$ cat config.mk
export PLATFORM = sky130hd
export DESIGN_NAME = multi_slot_deadline_timer_unit
export DESIGN_NICKNAME = d
export VERILOG_FILES = /design/src/hdl/msdt_pkg.sv /design/src/hdl/msdt_datapath.sv /design/src/hdl/msdt_ctrl.sv /design/src/hdl/multi_slot_deadline_timer_unit.sv
export SDC_FILE = /design/constraint.sdc
export NUM_CORES = 2
export LEC_CHECK = 0
export ABC_CLOCK_PERIOD_IN_PS = 21700
export BUFFER_PORTS_ARGS = -buffer_cell sky130_fd_sc_hd__buf_4
export CAP_MARGIN = 10
export CORE_ASPECT_RATIO = 0.7
export CORE_MARGIN = 5
export CORE_UTILIZATION = 39
export DETAILED_ROUTE_END_ITERATION = 7
export HOLD_SLACK_MARGIN = 0.12
export PLACE_DENSITY = 0.56
export SLEW_MARGIN = 20
export SYNTH_ARGS = -nofsm -noshare
export SYNTH_HDL_FRONTEND = slang
export SYNTH_HIERARCHICAL = 1
export SYNTH_SLANG_ARGS = --single-unit
$ cat constraint.sdc
create_clock -name clk -period 21.7 [get_ports clk]
set_input_delay 4.34 -clock clk [delete_from_list [all_inputs] [get_ports clk]]
set_output_delay 4.34 -clock clk [all_outputs]
set_load 0.03 [all_outputs]
$ cat src/hdl/msdt_pkg.sv
// ----------------------------------------------------------------------------
// msdt_pkg
// Types and constants shared by the deadline timer controller and datapath.
// ----------------------------------------------------------------------------
package msdt_pkg;

  localparam int unsigned DISABLED_SECONDS = 3600;
  localparam logic [31:0] TPS_RESET = 32'd10000000;

  localparam logic [1:0] RK_ACK     = 2'd0;
  localparam logic [1:0] RK_FIRED   = 2'd1;
  localparam logic [1:0] RK_COMPARE = 2'd2;

  localparam logic [1:0] ST_OK       = 2'd0;
  localparam logic [1:0] ST_NEG      = 2'd1;
  localparam logic [1:0] ST_NO_SLOT  = 2'd2;

  localparam logic KIND_ADD    = 1'b0;
  localparam logic KIND_EXPIRE = 1'b1;

  typedef struct packed {
    logic        kind;
    logic [63:0] cur_tick;
    logic [31:0] delay_sec;
    logic [31:0] handle;
  } in_item_t;

  typedef struct packed {
    logic [1:0]  result_kind;
    logic [1:0]  status;
    logic [3:0]  slot_index;
    logic [31:0] fired_handle;
    logic [63:0] compare_tick;
    logic        last;
  } out_item_t;

  // controller -> datapath
  typedef struct packed {
    logic load;      // capture input item
    logic div_start; // start now/tps division
    logic scan_clr;  // reset scan pointer and min tracking
    logic scan_step; // examine one slot
    logic fire;      // free current slot and build fired beat
    logic write_add; // fill free slot
    logic mul_start; // start compare multiply
    logic out_ack;   // build add acknowledge beat
    logic out_cmp;   // build compare beat
  } dp_cmd_t;

  // datapath -> controller
  typedef struct packed {
    logic kind;
    logic neg;
    logic div_done;
    logic scan_end;
    logic slot_due;  // current slot valid and due (expire scan)
    logic have_free;
    logic mul_done;
  } dp_sts_t;

endpackage

$ cat src/hdl/msdt_datapath.sv
// ----------------------------------------------------------------------------
// msdt_datapath
// Slot store, serial divider, scan pointer and serial multiplier.
// ----------------------------------------------------------------------------
module msdt_datapath #(
  parameter int NUM_SLOTS   = 16,
  parameter int HANDLE_BITS = 32
) (
  input  logic              clk,
  input  logic              rst_n,
  input  logic              cfg_we,
  input  logic [31:0]       cfg_wdata,
  input  msdt_pkg::in_item_t  item,
  input  msdt_pkg::dp_cmd_t   cmd,
  output msdt_pkg::dp_sts_t   sts,
  output msdt_pkg::out_item_t beat
);
  import msdt_pkg::*;

  localparam int IW = (NUM_SLOTS > 1) ? $clog2(NUM_SLOTS) : 1;
  localparam int CW = $clog2(NUM_SLOTS + 1);
  localparam int HB = (HANDLE_BITS > 32) ? 32 : HANDLE_BITS;

  logic [31:0] tps_r;
  logic [NUM_SLOTS-1:0] valid_r;
  logic [63:0] expiry_r [NUM_SLOTS];
  logic [HB-1:0] handle_r [NUM_SLOTS];
  logic [63:0] cur_sec_r;
  in_item_t item_r;

  logic [31:0] etps;
  assign etps = (tps_r == 32'd0) ? 32'd1 : tps_r;

  always_ff @(posedge clk) begin
    if (!rst_n) tps_r <= TPS_RESET;
    else if (cfg_we) tps_r <= cfg_wdata;
  end

  always_ff @(posedge clk) begin
    if (cmd.load) item_r <= item;
  end

  // restoring divider, one quotient bit per cycle
  logic [63:0] quo_r, quo_nxt;
  logic [32:0] rem_r, rem_nxt;
  logic [6:0]  dcnt_r;
  logic        dbusy_r;
  logic [32:0] rtry;
  always_comb begin
    rtry    = {rem_r[31:0], quo_r[63]};
    quo_nxt = {quo_r[62:0], 1'b0};
    rem_nxt = rtry;
    if (rtry >= {1'b0, etps}) begin
      rem_nxt = rtry - {1'b0, etps};
      quo_nxt[0] = 1'b1;
    end
  end
  always_ff @(posedge clk) begin
    if (!rst_n) begin
      dbusy_r <= 1'b0;
      dcnt_r  <= '0;
    end else if (cmd.div_start) begin
      dbusy_r <= 1'b1;
      dcnt_r  <= '0;
      quo_r   <= item_r.cur_tick;
      rem_r   <= '0;
    end else if (dbusy_r) begin
      quo_r  <= quo_nxt;
      rem_r  <= rem_nxt;
      dcnt_r <= dcnt_r + 7'd1;
      if (dcnt_r == 7'd63) dbusy_r <= 1'b0;
    end
  end
  logic div_done;
  assign div_done = dbusy_r && (dcnt_r == 7'd63);
  always_ff @(posedge clk) begin
    if (div_done) cur_sec_r <= quo_nxt;
  end

  // slot scan
  logic [CW-1:0] ptr_r;
  logic [IW-1:0] pidx;
  logic          have_min_r;
  logic [63:0]   min_r;
  logic          free_found_r;
  logic [IW-1:0] free_idx_r;
  assign pidx = ptr_r[IW-1:0];

  logic pvalid;
  logic [63:0] pexp;
  assign pvalid = (ptr_r < CW'(NUM_SLOTS)) && valid_r[pidx];
  assign pexp   = expiry_r[pidx];

  logic due;
  assign due = pvalid && (item_r.kind == KIND_EXPIRE) && (pexp <= cur_sec_r);

  always_ff @(posedge clk) begin
    if (!rst_n) begin
      ptr_r        <= '0;
      have_min_r   <= 1'b0;
      free_found_r <= 1'b0;
    end else if (cmd.scan_clr) begin
      ptr_r        <= '0;
      have_min_r   <= 1'b0;
      free_found_r <= 1'b0;
    end else if (cmd.scan_step) begin
      ptr_r <= ptr_r + CW'(1);
      if (pvalid && !due) begin
        if (!have_min_r || pexp < min_r) min_r <= pexp;
        have_min_r <= 1'b1;
      end
      if (!pvalid && !free_found_r && ptr_r < CW'(NUM_SLOTS)) begin
        free_found_r <= 1'b1;
        free_idx_r   <= pidx;
      end
    end
  end

  logic [63:0] add_exp;
  assign add_exp = cur_sec_r + {32'd0, item_r.delay_sec};

  always_ff @(posedge clk) begin
    if (!rst_n) valid_r <= '0;
    else if (cmd.write_add) valid_r[free_idx_r] <= 1'b1;
    else if (cmd.fire) valid_r[pidx] <= 1'b0;
  end
  always_ff @(posedge clk) begin
    if (cmd.write_add) begin
      expiry_r[free_idx_r] <= add_exp;
      handle_r[free_idx_r] <= item_r.handle[HB-1:0];
    end
  end

  // shift-add multiplier for the compare tick, one bit per cycle
  logic [63:0] mcand_r, acc_r;
  logic [31:0] mplier_r;
  logic [5:0]  mcnt_r;
  logic        mbusy_r, mone_r;
  always_ff @(posedge clk) begin
    if (!rst_n) begin
      mbusy_r <= 1'b0;
      mcnt_r  <= '0;
    end else if (cmd.mul_start) begin
      mbusy_r  <= 1'b1;
      mcnt_r   <= '0;
      mplier_r <= etps;
      acc_r    <= item_r.cur_tick;
      mone_r   <= have_min_r && (min_r <= cur_sec_r);
      mcand_r  <= have_min_r ? (min_r - cur_sec_r) : 64'(DISABLED_SECONDS);
    end else if (mbusy_r) begin
      if (mplier_r[0] && !mone_r) acc_r <= acc_r + mcand_r;
      mcand_r  <= {mcand_r[62:0], 1'b0};
      mplier_r <= {1'b0, mplier_r[31:1]};
      mcnt_r   <= mcnt_r + 6'd1;
      if (mcnt_r == 6'd31) mbusy_r <= 1'b0;
    end
  end

  // output beat register
  out_item_t beat_r, beat_nxt;
  always_comb begin
    beat_nxt = '0;
    if (cmd.out_ack) begin
      beat_nxt.result_kind = RK_ACK;
      if (item_r.delay_sec[31]) begin
        beat_nxt.status = ST_NEG;
        beat_nxt.last   = 1'b1;
      end else if (!free_found_r) begin
        beat_nxt.status = ST_NO_SLOT;
        beat_nxt.last   = 1'b1;
      end else begin
        beat_nxt.slot_index = 4'(free_idx_r);
      end
    end else if (cmd.fire) begin
      beat_nxt.result_kind  = RK_FIRED;
      beat_nxt.slot_index   = 4'(pidx);
      beat_nxt.fired_handle = 32'(handle_r[pidx]);
    end else if (cmd.out_cmp) begin
      beat_nxt.result_kind  = RK_COMPARE;
      beat_nxt.compare_tick = mone_r ? item_r.cur_tick + 64'd1 : acc_r;
      beat_nxt.last         = 1'b1;
    end
  end
  always_ff @(posedge clk) begin
    if (cmd.out_ack || cmd.fire || cmd.out_cmp) beat_r <= beat_nxt;
  end
  assign beat = beat_r;

  assign sts.kind      = item_r.kind;
  assign sts.neg       = item_r.delay_sec[31];
  assign sts.div_done  = div_done;
  assign sts.scan_end  = (ptr_r >= CW'(NUM_SLOTS));
  assign sts.slot_due  = due;
  assign sts.have_free = free_found_r;
  assign sts.mul_done  = mbusy_r && (mcnt_r == 6'd31);

endmodule

$ cat src/hdl/msdt_ctrl.sv
// ----------------------------------------------------------------------------
// msdt_ctrl
// Sequencer for add and expire items and the output beat handshake.
// ----------------------------------------------------------------------------
module msdt_ctrl (
  input  logic              clk,
  input  logic              rst_n,
  input  logic              in_valid,
  output logic              in_stall,
  output logic              out_valid,
  input  logic              out_stall,
  input  msdt_pkg::dp_sts_t sts,
  output msdt_pkg::dp_cmd_t cmd
);
  import msdt_pkg::*;

  typedef enum logic [9:0] {
    S_IDLE   = 10'b0000000001,
    S_DIV    = 10'b0000000010,
    S_SCAN   = 10'b0000000100,
    S_ACK    = 10'b0000001000,
    S_WACK   = 10'b0000010000,
    S_WFIRE  = 10'b0000100000,
    S_MUL    = 10'b0001000000,
    S_CMP    = 10'b0010000000,
    S_WCMP   = 10'b0100000000,
    S_RESCAN = 10'b1000000000
  } state_t;

  state_t state_r, state_nxt;
  logic out_valid_r, out_valid_nxt;
  logic outfree;

  assign outfree   = !out_valid_r || !out_stall;
  assign out_valid = out_valid_r;
  assign in_stall  = (state_r != S_IDLE);

  always_comb begin
    state_nxt     = state_r;
    out_valid_nxt = out_valid_r && out_stall;
    cmd           = '0;
    unique case (state_r)
      S_IDLE: begin
        if (in_valid) begin
          cmd.load  = 1'b1;
          state_nxt = S_DIV;
        end
      end
      S_DIV: begin
        // negative add skips everything; divider result unused
        if (sts.kind == KIND_ADD && sts.neg) begin
          state_nxt = S_ACK;
        end else begin
          cmd.div_start = 1'b1;
          cmd.scan_clr  = 1'b1;
          state_nxt     = S_SCAN;
        end
      end
      S_SCAN: begin
        if (sts.div_done) state_nxt = S_WFIRE;
      end
      S_WFIRE: begin
        // one slot per cycle; a due slot waits for the output register
        if (sts.scan_end) begin
          state_nxt = (sts.kind == KIND_ADD) ? S_ACK : S_MUL;
          if (sts.kind != KIND_ADD) cmd.mul_start = 1'b1;
        end else if (sts.slot_due) begin
          if (outfree) begin
            cmd.fire      = 1'b1;
            cmd.scan_step = 1'b1;
            out_valid_nxt = 1'b1;
          end
        end else begin
          cmd.scan_step = 1'b1;
        end
      end
      S_ACK: begin
        if (outfree) begin
          cmd.out_ack   = 1'b1;
          out_valid_nxt = 1'b1;
          state_nxt     = S_WACK;
        end
      end
      S_WACK: begin
        if (sts.neg || !sts.have_free) begin
          state_nxt = S_IDLE;
        end else begin
          cmd.write_add = 1'b1;
          state_nxt     = S_CMP;
        end
      end
      S_CMP: begin
        // rescan so the minimum includes the new slot
        cmd.scan_clr = 1'b1;
        state_nxt    = S_RESCAN;
      end
      S_RESCAN: begin
        if (sts.scan_end) begin
          cmd.mul_start = 1'b1;
          state_nxt     = S_MUL;
        end else begin
          cmd.scan_step = 1'b1;
        end
      end
      S_MUL: begin
        if (sts.mul_done) state_nxt = S_WCMP;
      end
      S_WCMP: begin
        if (outfree) begin
          cmd.out_cmp   = 1'b1;
          out_valid_nxt = 1'b1;
          state_nxt     = S_IDLE;
        end
      end
      default: state_nxt = S_IDLE;
    endcase
  end

  always_ff @(posedge clk) begin
    if (!rst_n) begin
      state_r     <= S_IDLE;
      out_valid_r <= 1'b0;
    end else begin
      state_r     <= state_nxt;
      out_valid_r <= out_valid_nxt;
    end
  end

endmodule

$ cat src/hdl/multi_slot_deadline_timer_unit.sv
// ----------------------------------------------------------------------------
// multi_slot_deadline_timer_unit
// Deadline slot table with add and expire scans and compare tick output.
// ----------------------------------------------------------------------------
// One item at a time. A serial divider forms the current second, the slot
// table is walked one slot a cycle (twice for a successful add) unless a due
// slot waits for a stalled output, and a shift-add multiplier forms the
// compare tick. Fired beats ride on the scan cycles. Result beats leave
// through a single output register.
module multi_slot_deadline_timer_unit #(
  parameter int NUM_SLOTS   = 16,
  parameter int HANDLE_BITS = 32
) (
  input  logic                clk,
  input  logic                rst_n,
  input  logic                cfg_we,
  input  logic [31:0]         cfg_wdata,
  input  logic                in_valid,
  output logic                in_stall,
  input  msdt_pkg::in_item_t  in_data,
  output logic                out_valid,
  input  logic                out_stall,
  output msdt_pkg::out_item_t out_data
);
  import msdt_pkg::*;

  dp_cmd_t cmd;
  dp_sts_t sts;

  msdt_ctrl u_ctrl (
    .clk, .rst_n, .in_valid, .in_stall, .out_valid, .out_stall, .sts, .cmd
  );

  msdt_datapath #(.NUM_SLOTS(NUM_SLOTS), .HANDLE_BITS(HANDLE_BITS)) u_dp (
    .clk, .rst_n, .cfg_we, .cfg_wdata, .item(in_data), .cmd, .sts,
    .beat(out_data)
  );

`ifndef SYNTHESIS
  a_stall_busy: assert property (@(posedge clk) disable iff (!rst_n)
    (out_valid && !out_stall && !out_data.last) |=> in_stall)
    else $error("input taken mid item");
  a_hold: assert property (@(posedge clk) disable iff (!rst_n)
    (out_valid && out_stall) |=> (out_valid && $stable(out_data)))
    else $error("stalled beat changed");
`endif

endmodule
==> results by group <==
CTS
  • Clk root buf: clkbuf_16
  • Clk_lat worst skew: 890 ps
  • CTS tree: done
  • Worst-path clk slew: 70 ps
  • CTS H-Tree Depth: 4
  • CTS Sinks: 2244
  • # Post-CTS Setup Buffers: 0
  • Deepest clock path buffer count: 4
  • CTS resizes: 0
  • Hold buffers post-CTS: 0
  • Cts bufs inserted: 221

Die
  • Row count: 155
  • Die height: 433 um
  • Starting density of the core: 0.391
  • IO Pins: 273
  • Die X: 614 um
  • Core Area: 254000 um^2
  • Die area: 266000 um^2

Placed design
  • Hpwl dp: 165 mm
  • IO Port Bufs: 272
  • Cell Area, Placed: 106000 um^2
  • DP Worst Slack: 12670 ps
  • GP Congestion: 0.890

Final layout
  • Fillers: 22100
  • Final Util: 0.444
  • Area Growth Syn to Fin: 13.6%
  • Share of layout cells above drive strength 1: 0.213
  • Commonest cells after routing, fill and taps aside: edfxtp_1, mux4_2, buf_4, ha_1, nand2_1
  • Fin nets: 6831
  • Design Area, Final: 113000 um^2
  • Commonest non-fill, non-tap cell in the layout: edfxtp_1

Setup path
  • Crit. End Element: flop
  • Critical Path Slowest Stage Cell: nor4_2
  • Crit path largest cell delay: 790 ps
  • Crit Path Max Fanout: 58
  • CP Data Arrival Time: 9130 ps
  • Internal reg-to-reg setup slack: 13020 ps
  • Crit Path Category: reg -> reg
  • CP Data Required Time: 22150 ps
  • Crit start category: flop
  • Most Frequent Cell on Critical Path: buf_4
  • Crit-path cells: buf_4 -> buf_4 -> buf_4 -> mux4_2 -> ha_1 -> nand4_1 -> nor2_1 -> nand3_1 -> nor3_1 -> nand3_1 -> nor3_1 -> mux2i_1 -> nand2_1 -> and3b_1 -> o311ai_0 -> and2_1 -> nand4b_1 -> nor4_2 -> buf_4

Synthesis
  • Post-synth EDFFs: 2159
  • Biggest area consumer among synthesized cells: edfxtp_1
  • YS warnings: 6
  • Top cell type's share of synthesized area: 0.652
  • Syn Nets: 6510
  • Post-synthesis register bit count: 2244
  • Cell Area, Synth: 99500 um^2
  • Top cells by area, synth: edfxtp_1, mux4_2, ha_1
  • Share of the yosys chip area belonging to registers: 0.669
  • Netlist cell types: 98
  • Dominant synthesized flop cell: edfxtp_1
  • Synth Instances: 6015
  • Async S/R FF share, synth: 0
  • Mapped Avg Cell Area: 16.5 um^2

STA
  • Pins Over Slew Limit: 0
  • Setup ws final: 13020 ps
  • Post-route clock period utilization: 0.400
  • RSZ-0062 raised after global routing: false
  • Setup TNS: 0 ps
  • Final setup fails: 0
  • Max-Slew Margin vs Limit: 0.198
  • Post-Route Skew: 78.4 ps
  • Fin crit period: 8680 ps
  • Slew of the pin with the lowest slew margin: 1190 ps
  • Hold Vio Cnt, Final: 0
  • Max Freq: 0.115 GHz

Power and ir drop
  • Max IR drop VDD: 0.0000631 V
  • Power density cells: 81.4 nW/um^2
  • Tot Pwr: 9.20 mW
  • Leakage Power: 37.5 nW

Min path
  • HP Class: reg -> reg

GRT
  • Global-route wire length before repair: 383 mm
  • Antenna violations before repair: 11
  • Vias in the first global route: 54800
  • Largest net degree at the start of global routing: 129
  • Gr usage total: 0.195
  • Remaining Overflow, GRT: 0

Routing
  • DRC viols: 0
  • DR pass1 iterations: 6
  • Vias per cell: 5.70
  • Per-cell routed wire length: 26.9 um
  • Vias: 56400
  • DR iter-0 viols: 5617
  • Post-route ant nets: 0
  • Post-Route WL: 266 mm

Job
  • Max-cap violations: 0

Outcome
  • Status: complete, no violations
==> worst paths after layout <==
path | startpoint | endpoint | depth (start not counted)
setup / recovery | flop | u_dp/min_r[3] | 19
hold / removal | u_dp/quo_r[36] | u_dp/cur_sec_r[37] | 0
setup reg to reg | flop | u_dp/min_r[3] | 19
hold reg to reg | u_dp/quo_r[36] | u_dp/cur_sec_r[37] | 0
==> cells in the mapped netlist, drive strengths merged, types with 49 or more instances <==
library cell and instances:
nand2 245, dfxtp 85, mux4 485, mux2 98
o21ai 212, buf 65, edfxtp 2159, a211oi 71
inv 238, ha 325, nor2b 66, clkbuf 201
a21o 167, nor3 49, and3 59, nand4 96
and2 56, a21oi 243, nor2 239, mux2i 52
xnor2 147, xor2 110, nand3 99
==> cell type report <==
type	instances	area [um^2]	area share
Tap cell	3375	4220	0.0373
Clock buffer	272	5830	0.0515
Timing Repair Buffer	364	2910	0.0257
Clock inverter	125	1140	0.0101
Multi-Input combinational cell	3266	31500	0.279
Inverter	239	897	0.00793
Sequential cell	2244	66500	0.589
Antenna cell	4	10.0	0.0000885
==> flip-flops by register name, summed over array words and instances, names as in the netlist, 4 cells and up, named ones only <==
register	count
u_dp/beat	105
u_dp/acc_r	64
u_dp/quo_r	64
u_dp/valid_r	16
u_dp/ptr_r	5
u_dp/handle_r	512
u_dp/tps_r	32
u_dp/rem_r	32
u_dp/mplier_r	32
u_dp/mcand_r	64
u_dp/cur_sec_r	64
u_dp/min_r	64
u_dp/item_r	127
u_dp/expiry_r	1024
u_ctrl/state_r	10
u_dp/mcnt_r	6
u_dp/free_idx_r	4
u_dp/dcnt_r	7
==> cell families (layout without fill, tap and decap cells) <==
kind of cell / count (synthesis) / count (layout) / synth area share
AOI/OAI and AO/OA: 1001 / 1001 / 0.0678
buffers and inverters: 505 / 1000 / 0.0197
DFF: 2244 / 2244 / 0.669
adders and majority gates: 329 / 329 / 0.0417
xor gates and xnor gates: 257 / 257 / 0.0226
muxes: 635 / 635 / 0.126
other: 0 / 4 / 0
and+or+nand+nor: 1044 / 1044 / 0.0535
==> through the flow <==
| stage | instances | hold slack, ps |
|---|---|---|
| 3_5_place_dp | 9487 | 433 |
| 6_report | 9889 | 444 |
| 5_1_grt | 9886 | 446 |
| 2_1_floorplan | 6015 | 406 |
| 3_3_place_gp | 9486 | 430 |
| 4_1_cts | 9884 | 443 |
==> power breakdown <==
group	internal [mW]	leakage (nW)	switching [mW]
clock network	2.14	3.38	1.63
registers	4.91	19.9	0.109
logic	0.143	14.2	0.273
total	7.19	37.5	2.01
==> layer usage <==
layer  GRT usage  wire [um]
met5           0         13
met2       0.286     116000
met4      0.0346       4280
met3      0.0336      20300
met1       0.308     126000
==> critical path: cells and delay by family, from the launching register on <==
family,cells,cell delay (ps)
fa+ha+maj,1,350
simple gates,11,3120
flops,1,720
buf+inv,4,2920
compound gates,1,70
mux,2,960
No activity file was read; power rests on OpenSTA's default activity.
